===== src/hdl/lis_pkg.sv =====
package lis_pkg;

  localparam int MAX_LEN = 1024;
  localparam int VAL_W   = 32;
  localparam int LEN_W   = 11;
  localparam int ADDR_W  = $clog2(MAX_LEN);

  localparam logic [1:0] ST_IDLE = 2'd0;
  localparam logic [1:0] ST_LAST = 2'd1;
  localparam logic [1:0] ST_SRCH = 2'd2;
  localparam logic [1:0] ST_HOLD = 2'd3;

  typedef struct packed {
    logic              rd_en;
    logic [ADDR_W-1:0] rd_addr;
    logic              wr_en;
    logic [ADDR_W-1:0] wr_addr;
    logic [VAL_W-1:0]  wr_data;
  } ram_req_t;

  typedef struct packed {
    logic [LEN_W-1:0] length;
    logic             done_res;
    logic             overflow;
  } result_t;

  function automatic logic [VAL_W-1:0] order_key(input logic signed [VAL_W-1:0] v);
    order_key = {~v[VAL_W-1], v[VAL_W-2:0]};
  endfunction

endpackage


===== src/hdl/lis_if.sv =====
interface lis_in_if;
  logic                             valid;
  logic                             ready;
  logic signed [lis_pkg::VAL_W-1:0] value;
  logic                             first;
  logic                             last;

  modport source (output valid, output value, output first, output last, input ready);
  modport sink (input valid, input value, input first, input last, output ready);
endinterface



===== src/hdl/lis_ctrl.sv =====
module lis_ctrl (
  input  logic                      clk,
  input  logic                      rst,
  lis_in_if.sink                    din,
  output lis_pkg::ram_req_t         ram_req,
  input  logic [lis_pkg::VAL_W-1:0] rd_data,
  output logic                      res_valid,
  input  logic                      res_ready,
  output lis_pkg::result_t          res
);

  logic [1:0]                  state, state_next;
  logic [lis_pkg::LEN_W-1:0]   cnt, cnt_next;
  logic                        ovf, ovf_next;
  logic [lis_pkg::ADDR_W-1:0]  lo, lo_next;
  logic [lis_pkg::ADDR_W-1:0]  hi, hi_next;
  logic [lis_pkg::ADDR_W-1:0]  mid, mid_next;
  logic [lis_pkg::VAL_W-1:0]   key;
  logic                        last_r;

  logic                        accept;
  logic                        finish;
  logic [lis_pkg::VAL_W-1:0]   key_in;
  logic [lis_pkg::LEN_W-1:0]   cnt_in;
  logic [lis_pkg::LEN_W-1:0]   cnt_dec;

  assign din.ready = (state == lis_pkg::ST_IDLE);
  assign accept    = din.valid && din.ready;
  assign key_in    = lis_pkg::order_key(din.value);
  assign cnt_in    = din.first ? '0 : cnt;

  always_comb begin
    state_next = state;
    cnt_next   = cnt;
    ovf_next   = ovf;
    lo_next    = lo;
    hi_next    = hi;
    mid_next   = mid;
    ram_req    = '0;
    finish     = 1'b0;
    cnt_dec    = '0;
    case (state)
      lis_pkg::ST_IDLE: begin
        if (accept) begin
          cnt_next = cnt_in;
          ovf_next = din.first ? 1'b0 : ovf;
          if (cnt_in == '0) begin
            ram_req.wr_en   = 1'b1;
            ram_req.wr_addr = '0;
            ram_req.wr_data = key_in;
            cnt_next        = lis_pkg::LEN_W'(1);
            finish          = 1'b1;
          end else begin
            cnt_dec         = cnt_in - lis_pkg::LEN_W'(1);
            ram_req.rd_en   = 1'b1;
            ram_req.rd_addr = cnt_dec[lis_pkg::ADDR_W-1:0];
            state_next      = lis_pkg::ST_LAST;
          end
        end
      end
      lis_pkg::ST_LAST: begin
        if (key > rd_data) begin
          if (cnt == lis_pkg::LEN_W'(lis_pkg::MAX_LEN)) begin
            ovf_next = 1'b1;
          end else begin
            ram_req.wr_en   = 1'b1;
            ram_req.wr_addr = cnt[lis_pkg::ADDR_W-1:0];
            ram_req.wr_data = key;
            cnt_next        = cnt + lis_pkg::LEN_W'(1);
          end
          finish = 1'b1;
        end else begin
          cnt_dec = cnt - lis_pkg::LEN_W'(1);
          lo_next = '0;
          hi_next = cnt_dec[lis_pkg::ADDR_W-1:0];
          if (hi_next != '0) begin
            mid_next        = hi_next >> 1;
            ram_req.rd_en   = 1'b1;
            ram_req.rd_addr = mid_next;
            state_next      = lis_pkg::ST_SRCH;
          end else begin
            ram_req.wr_en   = 1'b1;
            ram_req.wr_addr = '0;
            ram_req.wr_data = key;
            finish          = 1'b1;
          end
        end
      end
      lis_pkg::ST_SRCH: begin
        if (rd_data < key) begin
          lo_next = mid + lis_pkg::ADDR_W'(1);
        end else begin
          hi_next = mid;
        end
        if (lo_next < hi_next) begin
          mid_next        = lo_next + ((hi_next - lo_next) >> 1);
          ram_req.rd_en   = 1'b1;
          ram_req.rd_addr = mid_next;
        end else begin
          ram_req.wr_en   = 1'b1;
          ram_req.wr_addr = lo_next;
          ram_req.wr_data = key;
          finish          = 1'b1;
        end
      end
      lis_pkg::ST_HOLD: begin
        if (res_ready) begin
          state_next = lis_pkg::ST_IDLE;
        end
      end
      default: begin
        state_next = lis_pkg::ST_IDLE;
      end
    endcase
    if (finish) begin
      state_next = res_ready ? lis_pkg::ST_IDLE : lis_pkg::ST_HOLD;
    end
  end

  assign res_valid    = finish || (state == lis_pkg::ST_HOLD);
  assign res.length   = cnt_next;
  assign res.overflow = ovf_next;
  assign res.done_res = (state == lis_pkg::ST_IDLE) ? din.last : last_r;

  always_ff @(posedge clk) begin
    if (rst) begin
      state <= lis_pkg::ST_IDLE;
      cnt   <= '0;
      ovf   <= 1'b0;
    end else begin
      state <= state_next;
      cnt   <= cnt_next;
      ovf   <= ovf_next;
    end
  end

  always_ff @(posedge clk) begin
    lo  <= lo_next;
    hi  <= hi_next;
    mid <= mid_next;
    if (accept) begin
      key    <= key_in;
      last_r <= din.last;
    end
  end

endmodule


===== src/flat_wrapper.sv =====
// flat-port wrapper written by rule: the top's interface ports become plain ports
module lis_ctrl_flat 
  (clk, rst, ram_req, rd_data, res_valid, res_ready, res, din_valid, din_value, din_first, din_last, din_ready);
  lis_in_if din_i ();
  input  logic clk;
  input  logic rst;
  output lis_pkg::ram_req_t ram_req;
  input  logic [lis_pkg::VAL_W-1:0] rd_data;
  output logic res_valid;
  input  logic res_ready;
  output lis_pkg::result_t res;
  input wire logic [$bits(din_i.valid)-1:0] din_valid;
  input wire logic [$bits(din_i.value)-1:0] din_value;
  input wire logic [$bits(din_i.first)-1:0] din_first;
  input wire logic [$bits(din_i.last)-1:0] din_last;
  output wire logic [$bits(din_i.ready)-1:0] din_ready;
  assign din_i.valid = din_valid;
  assign din_i.value = din_value;
  assign din_i.first = din_first;
  assign din_i.last = din_last;
  assign din_ready = din_i.ready;
  lis_ctrl u_core (.clk(clk), .rst(rst), .din(din_i), .ram_req(ram_req), .rd_data(rd_data), .res_valid(res_valid), .res_ready(res_ready), .res(res));
endmodule

===== config.mk =====
export PLATFORM = sky130hd
export DESIGN_NAME = lis_ctrl_flat
export DESIGN_NICKNAME = d
export VERILOG_FILES = /design/src/hdl/lis_pkg.sv /design/src/hdl/lis_if.sv /design/src/hdl/lis_ctrl.sv /design/src/flat_wrapper.sv
export SDC_FILE = /design/constraint.sdc
export NUM_CORES = 1
export LEC_CHECK = 0
export BUFFER_PORTS_ARGS = -buffer_cell sky130_fd_sc_hd__buf_2
export CAP_MARGIN = 20
export CORE_MARGIN = 2
export CORE_UTILIZATION = 30
export CTS_CLUSTER_SIZE = 12
export DETAILED_ROUTE_END_ITERATION = 10
export HOLD_SLACK_MARGIN = 0.1
export REMOVE_ABC_BUFFERS = 1
export SYNTH_ARGS = -nofsm -noshare
export SYNTH_HDL_FRONTEND = slang
export SYNTH_SLANG_ARGS = --single-unit
export TNS_END_PERCENT = 30

===== constraint.sdc =====
create_clock -name clk -period 19.8 [get_ports clk]
set_input_delay 2.97 -clock clk [delete_from_list [all_inputs] [get_ports clk]]
set_output_delay 2.97 -clock clk [all_outputs]
set_load 0.05 [all_outputs]

==> results of run 1 <==
==> cells in the mapped netlist (3+ instances only) <==
cell type	number	area (µm²)
a22o_1	35	307
nor4b_1	3	26.3
nand4_1	8	50.1
nor3b_1	3	22.5
buf_1	3	11.3
o21ai_1	3	15.0
xor2_1	11	96.3
and2_1	14	87.6
nand3_1	23	115
o22ai_1	4	25.0
o31ai_1	3	22.5
clkbuf_1	27	101
nor2b_1	22	138
o21a_1	6	45.0
edfxtp_1	63	1890
buf_4	5	37.5
dfxtp_1	14	280
a21o_1	11	82.6
o221ai_1	4	35.0
nor3_1	15	75.1
mux2i_1	11	110
nor2_1	67	251
buf_2	5	25.0
a31oi_1	6	37.5
or3_1	3	18.8
xnor2_1	24	210
o211ai_1	4	30.0
a21oi_1	63	315
inv_1	53	199
o31ai_2	3	37.5
nand2_1	83	312
o21ai_0	40	200
ha_1	54	676
and3_1	8	50.1
nor4_1	7	43.8
nand2b_1	5	31.3
==> critical path, stage by stage <==
cell and delay [ns]:
buf_2 0.08, inv_1 0.03, ha_1 0.32, a21oi_1 0.16, o21a_1 0.16, o311ai_1 0.13
o31ai_2 0.61, nand2_4 0.47, a21oi_1 0.48, ha_1 0.27, inv_1 0.07, ha_1 0.20
a21oi_1 0.24, mux2i_1 0.12, a311oi_1 0.48, o21bai_1 0.18, a21o_1 0.21, a21oi_1 0.17
xnor2_1 0.08, ha_1 0.31, o21ai_0 0.08, nand2b_1 0.14, nand3_1 0.09, or3_1 0.35
and3_4 0.19, o31ai_2 0.15, buf_2 0.29
==> through the flow <==
stage	instance area (µm²)	cells	hold WS (ns)
after floorplan	6450	731	0.584
after global placement	7530	1154	0.576
after CTS	7820	1170	0.599
after detailed placement	7530	1154	0.582
final	7820	1170	0.594
after global routing	7820	1170	0.643
==> layer usage <==
| layer | part of all wire, % | track usage, % | up-vias |
|---|---|---|---|
| met4 | 1.8 | 5.42 | 0 |
| met5 | 0 | 0 | - |
| met3 | 3.9 | 2.28 | 26 |
| met1 | 46 | 21.8 | 2897 |
| li1 | - | - | 3036 |
| met2 | 49 | 28.0 | 155 |
==> final cells by class <==
cell class | instances | area (µm²)
Tap cell | 280 | 350
Timing Repair Buffer | 143 | 728
Multi-Input combinational cell | 601 | 4080
Inverter | 53 | 199
Sequential cell | 77 | 2170
Fill cell | 2273 | 13900
Clock inverter | 7 | 66.3
Clock buffer | 9 | 225
==> registers in the layout, summed over array words and instances (netlist names), named ones only <==
signal and count:
u_core.state 2, u_core.cnt 11, u_core.mid 10, u_core.key 32, u_core.hi 9, u_core.ovf 1
u_core.lo 10, u_core.last_r 1
==> cells in the final DEF, fill, tap and decap left out, types with 24 or more instances in the layout <==
| master | netlist | final |
|---|---|---|
| a21oi_1 | 63 | 63 |
| nand2_1 | 83 | 83 |
| xnor2_1 | 24 | 24 |
| edfxtp_1 | 63 | 63 |
| ha_1 | 54 | 54 |
| nor2_1 | 67 | 67 |
| inv_1 | 53 | 53 |
| buf_2 | 5 | 138 |
| o21ai_0 | 40 | 40 |
| a22o_1 | 35 | 35 |
==> path summary, 6_finish.rpt <==
path / end / slack, ns
setup reg to reg: u_core.mid[9] / 13.50
setup / recovery: ram_req[52] / 7.79
hold / removal: u_core.ovf / 0.59
hold reg to reg: u_core.ovf / 0.59
==> logic make-up (layout without fill, tap and decap cells) <==
family	after synthesis	after routing	share of synthesized area [%]
multiplexers	15	15	2.51
XOR/XNOR	37	37	5.22
AO/OA/AOI/OAI	214	214	22.2
buffers and inverters	94	212	5.81
AND/OR/NAND/NOR	278	278	20.9
adder cells (fa/ha/maj)	57	57	10.7
flip-flops	77	77	32.7
==> power breakdown <==
part / switching, µW / leakage, µW / total [µW] / internal (µW)
Sequential: 17.5 / 0.000702 / 226 / 208
Clock: 71.5 / 0.000136 / 168 / 96.9
Combinational: 434 / 0.00262 / 657 / 223
Total: 523 / 0.00346 / 1050 / 528
==> results.json, run 1 <==
{
  "grt_max_degree": 39,
  "cp_max_fo": 33,
  "finalCritPeriodShare_pct": 60.6,
  "powerDensity_nw_per_um2": 134,
  "timing.slew.headroom_pct": 37.8,
  "cts_hold_buf": 0,
  "critical_path.startpoint": "rd_data[23]",
  "synth_flop_cell": "edfxtp_1",
  "drtAntennaViolNets": 0,
  "antenna_found_initial": 0,
  "routed_wl_um": 19700,
  "cp.required_ns": 16.83,
  "netlist_area_um2": 6640,
  "initial_utilization_pct": 30.5,
  "path_class": "input port to primary output",
  "hold_viol_final": 0,
  "clkSlewWorstSetupHoldPaths_ns": 0.06,
  "ys_seq_area_share_pct": 32.7,
  "critPathCaptureType": "primary output",
  "ys_warn_count": 0,
  "cts_max_level": 3,
  "avgSynthCellArea_um2": 8.59,
  "r2r_start": "u_core.key[23]",
  "start_kind": "input port",
  "cts_root_buffer": "clkbuf_16",
  "hold_depth": 2,
  "coreArea_um2": 21800,
  "drt-pass1-iter-count": 5,
  "grt_pass1_wl_um": 31500,
  "reg2reg_depth": 24,
  "grt_pass1_vias": 5862,
  "min-delay-start": "u_core.ovf",
  "ir_drop_mv": 0.0590,
  "tightest_slew_ns": 0.931,
  "drive_above_1_share_pct": 21.0,
  "die-area_um2": 23300,
  "max_cap_violations": 0,
  "routed-via-count": 6114,
  "groute.usage.overall_pct": 16.5,
  "status": "finished clean",
  "ys_ff_latch": 77,
  "numCtsBuffers": 9,
  "insertion_delay_ns": 0.35,
  "clock_skew_ns": 0.0112,
  "final.setup.worst_slack_ns": 7.79,
  "fin_nets": 1009,
  "cts_resized": 0,
  "fmax_mhz": 83.3,
  "slew_violations": 0,
  "synth_edf_count": 63,
  "rows": 54,
  "die_x_um": 153,
  "dp_slack_ns": 7.83,
  "grt_overflow": 0,
  "cts_tree": "yes",
  "dp_hpwl_um": 14900,
  "boundaryPins": 139,
  "viasPerCell": 5.23,
  "syn_inst": 772,
  "syn_to_final_growth_pct": 17.9,
  "rsz0062_at_grt": "no",
  "finalSetupTns_ns": 0,
  "post-route-util_pct": 35.9,
  "hold_class": "register to register",
  "cellLeakagePower_uw": 0.00346,
  "drc": 0,
  "n_antenna_cell": 0,
  "clockBufferDepth": 2,
  "async_flop_share_pct": 0,
  "arrival_ns": 9.04,
  "drtIter0Drc": 351,
  "clkSinkCount": 77,
  "period_needed_ns": 12.01,
  "cts_setup_buffers": 0,
  "wl_per_cell_um": 16.9,
  "gp_congestion": 0.927,
  "finalPower_uw": 1050,
  "port_buffers": 138,
  "setup_viol": 0,
  "ys_types": 79,
  "die_h_um": 153
}
Note: power is estimated with default switching activity, not from simulation.
==> run 2: changes to the inputs <==
==> constraint.sdc (replaced) <==
create_clock -name clk -period 10.2 [get_ports clk]
set_input_delay 1.53 -clock clk [delete_from_list [all_inputs] [get_ports clk]]
set_output_delay 1.53 -clock clk [all_outputs]
set_load 0.05 [all_outputs]
==> run 2 against run 1 <==
- critical path depth did not move
- core utilization is 0.11 points higher
- hold slack improved by 0.010 ns
- final cell count hardly changed
- via count grew 0.88%
- critical endpoint unchanged
- largest power group unchanged
==> results.json, run 2 (synthesis gave the netlist of run 1 again) <==
{
  "fill_cells": 2288,
  "gp_congestion": 0.924,
  "top_register": "u_core.key",
  "cts_tree": "yes",
  "cp_slowest_stage_delay_ns": 0.59,
  "layout_common_cells": "buf_2 (138), nand2_1 (83), nor2_1 (67)",
  "hold_class": "register to register",
  "period_needed_ns": 9.15,
  "port_buffers": 138,
  "clock_skew_ns": 0.00863,
  "ir_drop_mv": 0.112,
  "clockBufferDepth": 2,
  "viasPerCell": 5.27,
  "rsz0062_at_grt": "no",
  "busiest_layer": "met2",
  "cellLeakagePower_uw": 0.00348,
  "cts_setup_buffers": 0,
  "multi_input_area_um2": 4080,
  "boundaryPins": 139,
  "timing.slew.headroom_pct": 37.4,
  "start_kind": "input port",
  "crit_slowest_cell": "o31ai_2",
  "die_x_um": 153,
  "fmax_mhz": 109,
  "grtUsageMet3_pct": 2.50,
  "cts_root_buffer": "clkbuf_16",
  "powerDensity_nw_per_um2": 264,
  "dp_hpwl_um": 15100,
  "dp.cells": 1155,
  "rows": 54,
  "grt_util_met2_pct": 28.0,
  "drc": 0,
  "placed_cell_area_um2": 7540,
  "status": "finished clean",
  "initial_utilization_pct": 30.5,
  "finalSetupTns_ns": 0,
  "syn_to_final_growth_pct": 18.2,
  "grt_max_degree": 39,
  "die_h_um": 153,
  "seqCellArea_um2": 2170,
  "critPathCaptureType": "primary output",
  "antenna_found_initial": 0,
  "clkSinkCount": 77,
  "final_common_cell": "buf_2",
  "coreArea_um2": 21800,
  "arrival_ns": 7.62,
  "drive_above_1_share_pct": 20.9,
  "use_met1_pct": 21.6,
  "reg.largest.list": "u_core.key: 32 flops, u_core.cnt: 11 flops",
  "fin_cells": 1171,
  "routed_wl_um": 19800,
  "fin_nets": 1010,
  "fin_area_um2": 7840,
  "grt_pass1_vias": 5858,
  "grt_overflow": 0,
  "cp_max_fo": 33,
  "cts_max_level": 3,
  "grt_pass1_wl_um": 31300,
  "largest_register_ff_count": 32,
  "groute.usage.overall_pct": 16.6,
  "clkSlewWorstSetupHoldPaths_ns": 0.06,
  "cts_hold_buf": 0,
  "slew_violations": 0,
  "n_antenna_cell": 0,
  "hold_viol_final": 0,
  "cts_resized": 0,
  "drt-pass1-iter-count": 5,
  "insertion_delay_ns": 0.35,
  "drtIter0Drc": 394,
  "numCtsBuffers": 9,
  "cp.required_ns": 8.67,
  "max_cap_violations": 0,
  "drtAntennaViolNets": 0,
  "tightest_slew_ns": 0.937,
  "wl_per_cell_um": 16.9,
  "finalCritPeriodShare_pct": 89.7,
  "die-area_um2": 23300,
  "routed-via-count": 6168,
  "path_class": "input port to primary output",
  "setup_viol": 0
}
-- run 2: changes by cell type in the layout (fill, tap and decap cells not counted) --
cell        before  now
bufinv_16        1    2
clkinv_2         1    0
clkinvlp_4       2    1
clkbuf_1         0    2
buf_4            5    6
clkinv_4         1    0
-- run 2: worst max-delay path, delay by kind of cell --
kind	cells	cell delay, ns
mux	1	0.12
xor+xnor	1	0.08
fa+ha+maj	4	1.09
buf+inv	4	0.47
compound gates	12	3.07
simple gates	5	1.21
-- run 2: worst paths after layout --
path,from,end,slack [ns],depth (start not counted)
worst max-delay path,rd_data[23],ram_req[52],1.05,27
worst min-delay path,u_core.ovf,u_core.ovf,0.60,2
worst max register to register,u_core.key[23],u_core.mid[8],3.85,23
worst min register to register,u_core.ovf,u_core.ovf,0.60,2
-- run 2: per-stage QoR --
| stage | utilization (%) | setup slack [ns] | hold WS [ns] | power [µW] |
|---|---|---|---|---|
| after global routing | 36.1 | 0.461 | 0.668 | 2210 |
| after floorplan | - | 1.76 | 0.584 | 1400 |
| after CTS | 36.1 | 1.06 | 0.603 | 2070 |
| after global placement | 34.6 | 1.26 | 0.578 | 1720 |
| after detailed placement | 34.6 | 1.09 | 0.586 | 1710 |
| final | 36.1 | 1.05 | 0.605 | 2070 |
-- run 2: power breakdown --
group,switching [µW],internal [µW]
Sequential,33.7,404
Clock,133,213
Combinational,851,435
-- run 2: per-layer routing --
metal,vias to the layer above,routed length [µm]
li1,3042,-
met1,2897,8830
met2,195,9500
met3,34,984
met4,0,499
met5,-,0
-- run 2: final cells by class --
| cell class | count | area share (%) |
|---|---|---|
| Inverter | 53 | 2.54 |
| Clock buffer | 11 | 2.97 |
| Sequential cell | 77 | 27.7 |
| Clock inverter | 5 | 0.957 |
| Timing Repair Buffer | 144 | 9.38 |
| Multi-Input combinational cell | 601 | 52.0 |
| Tap cell | 280 | 4.47 |
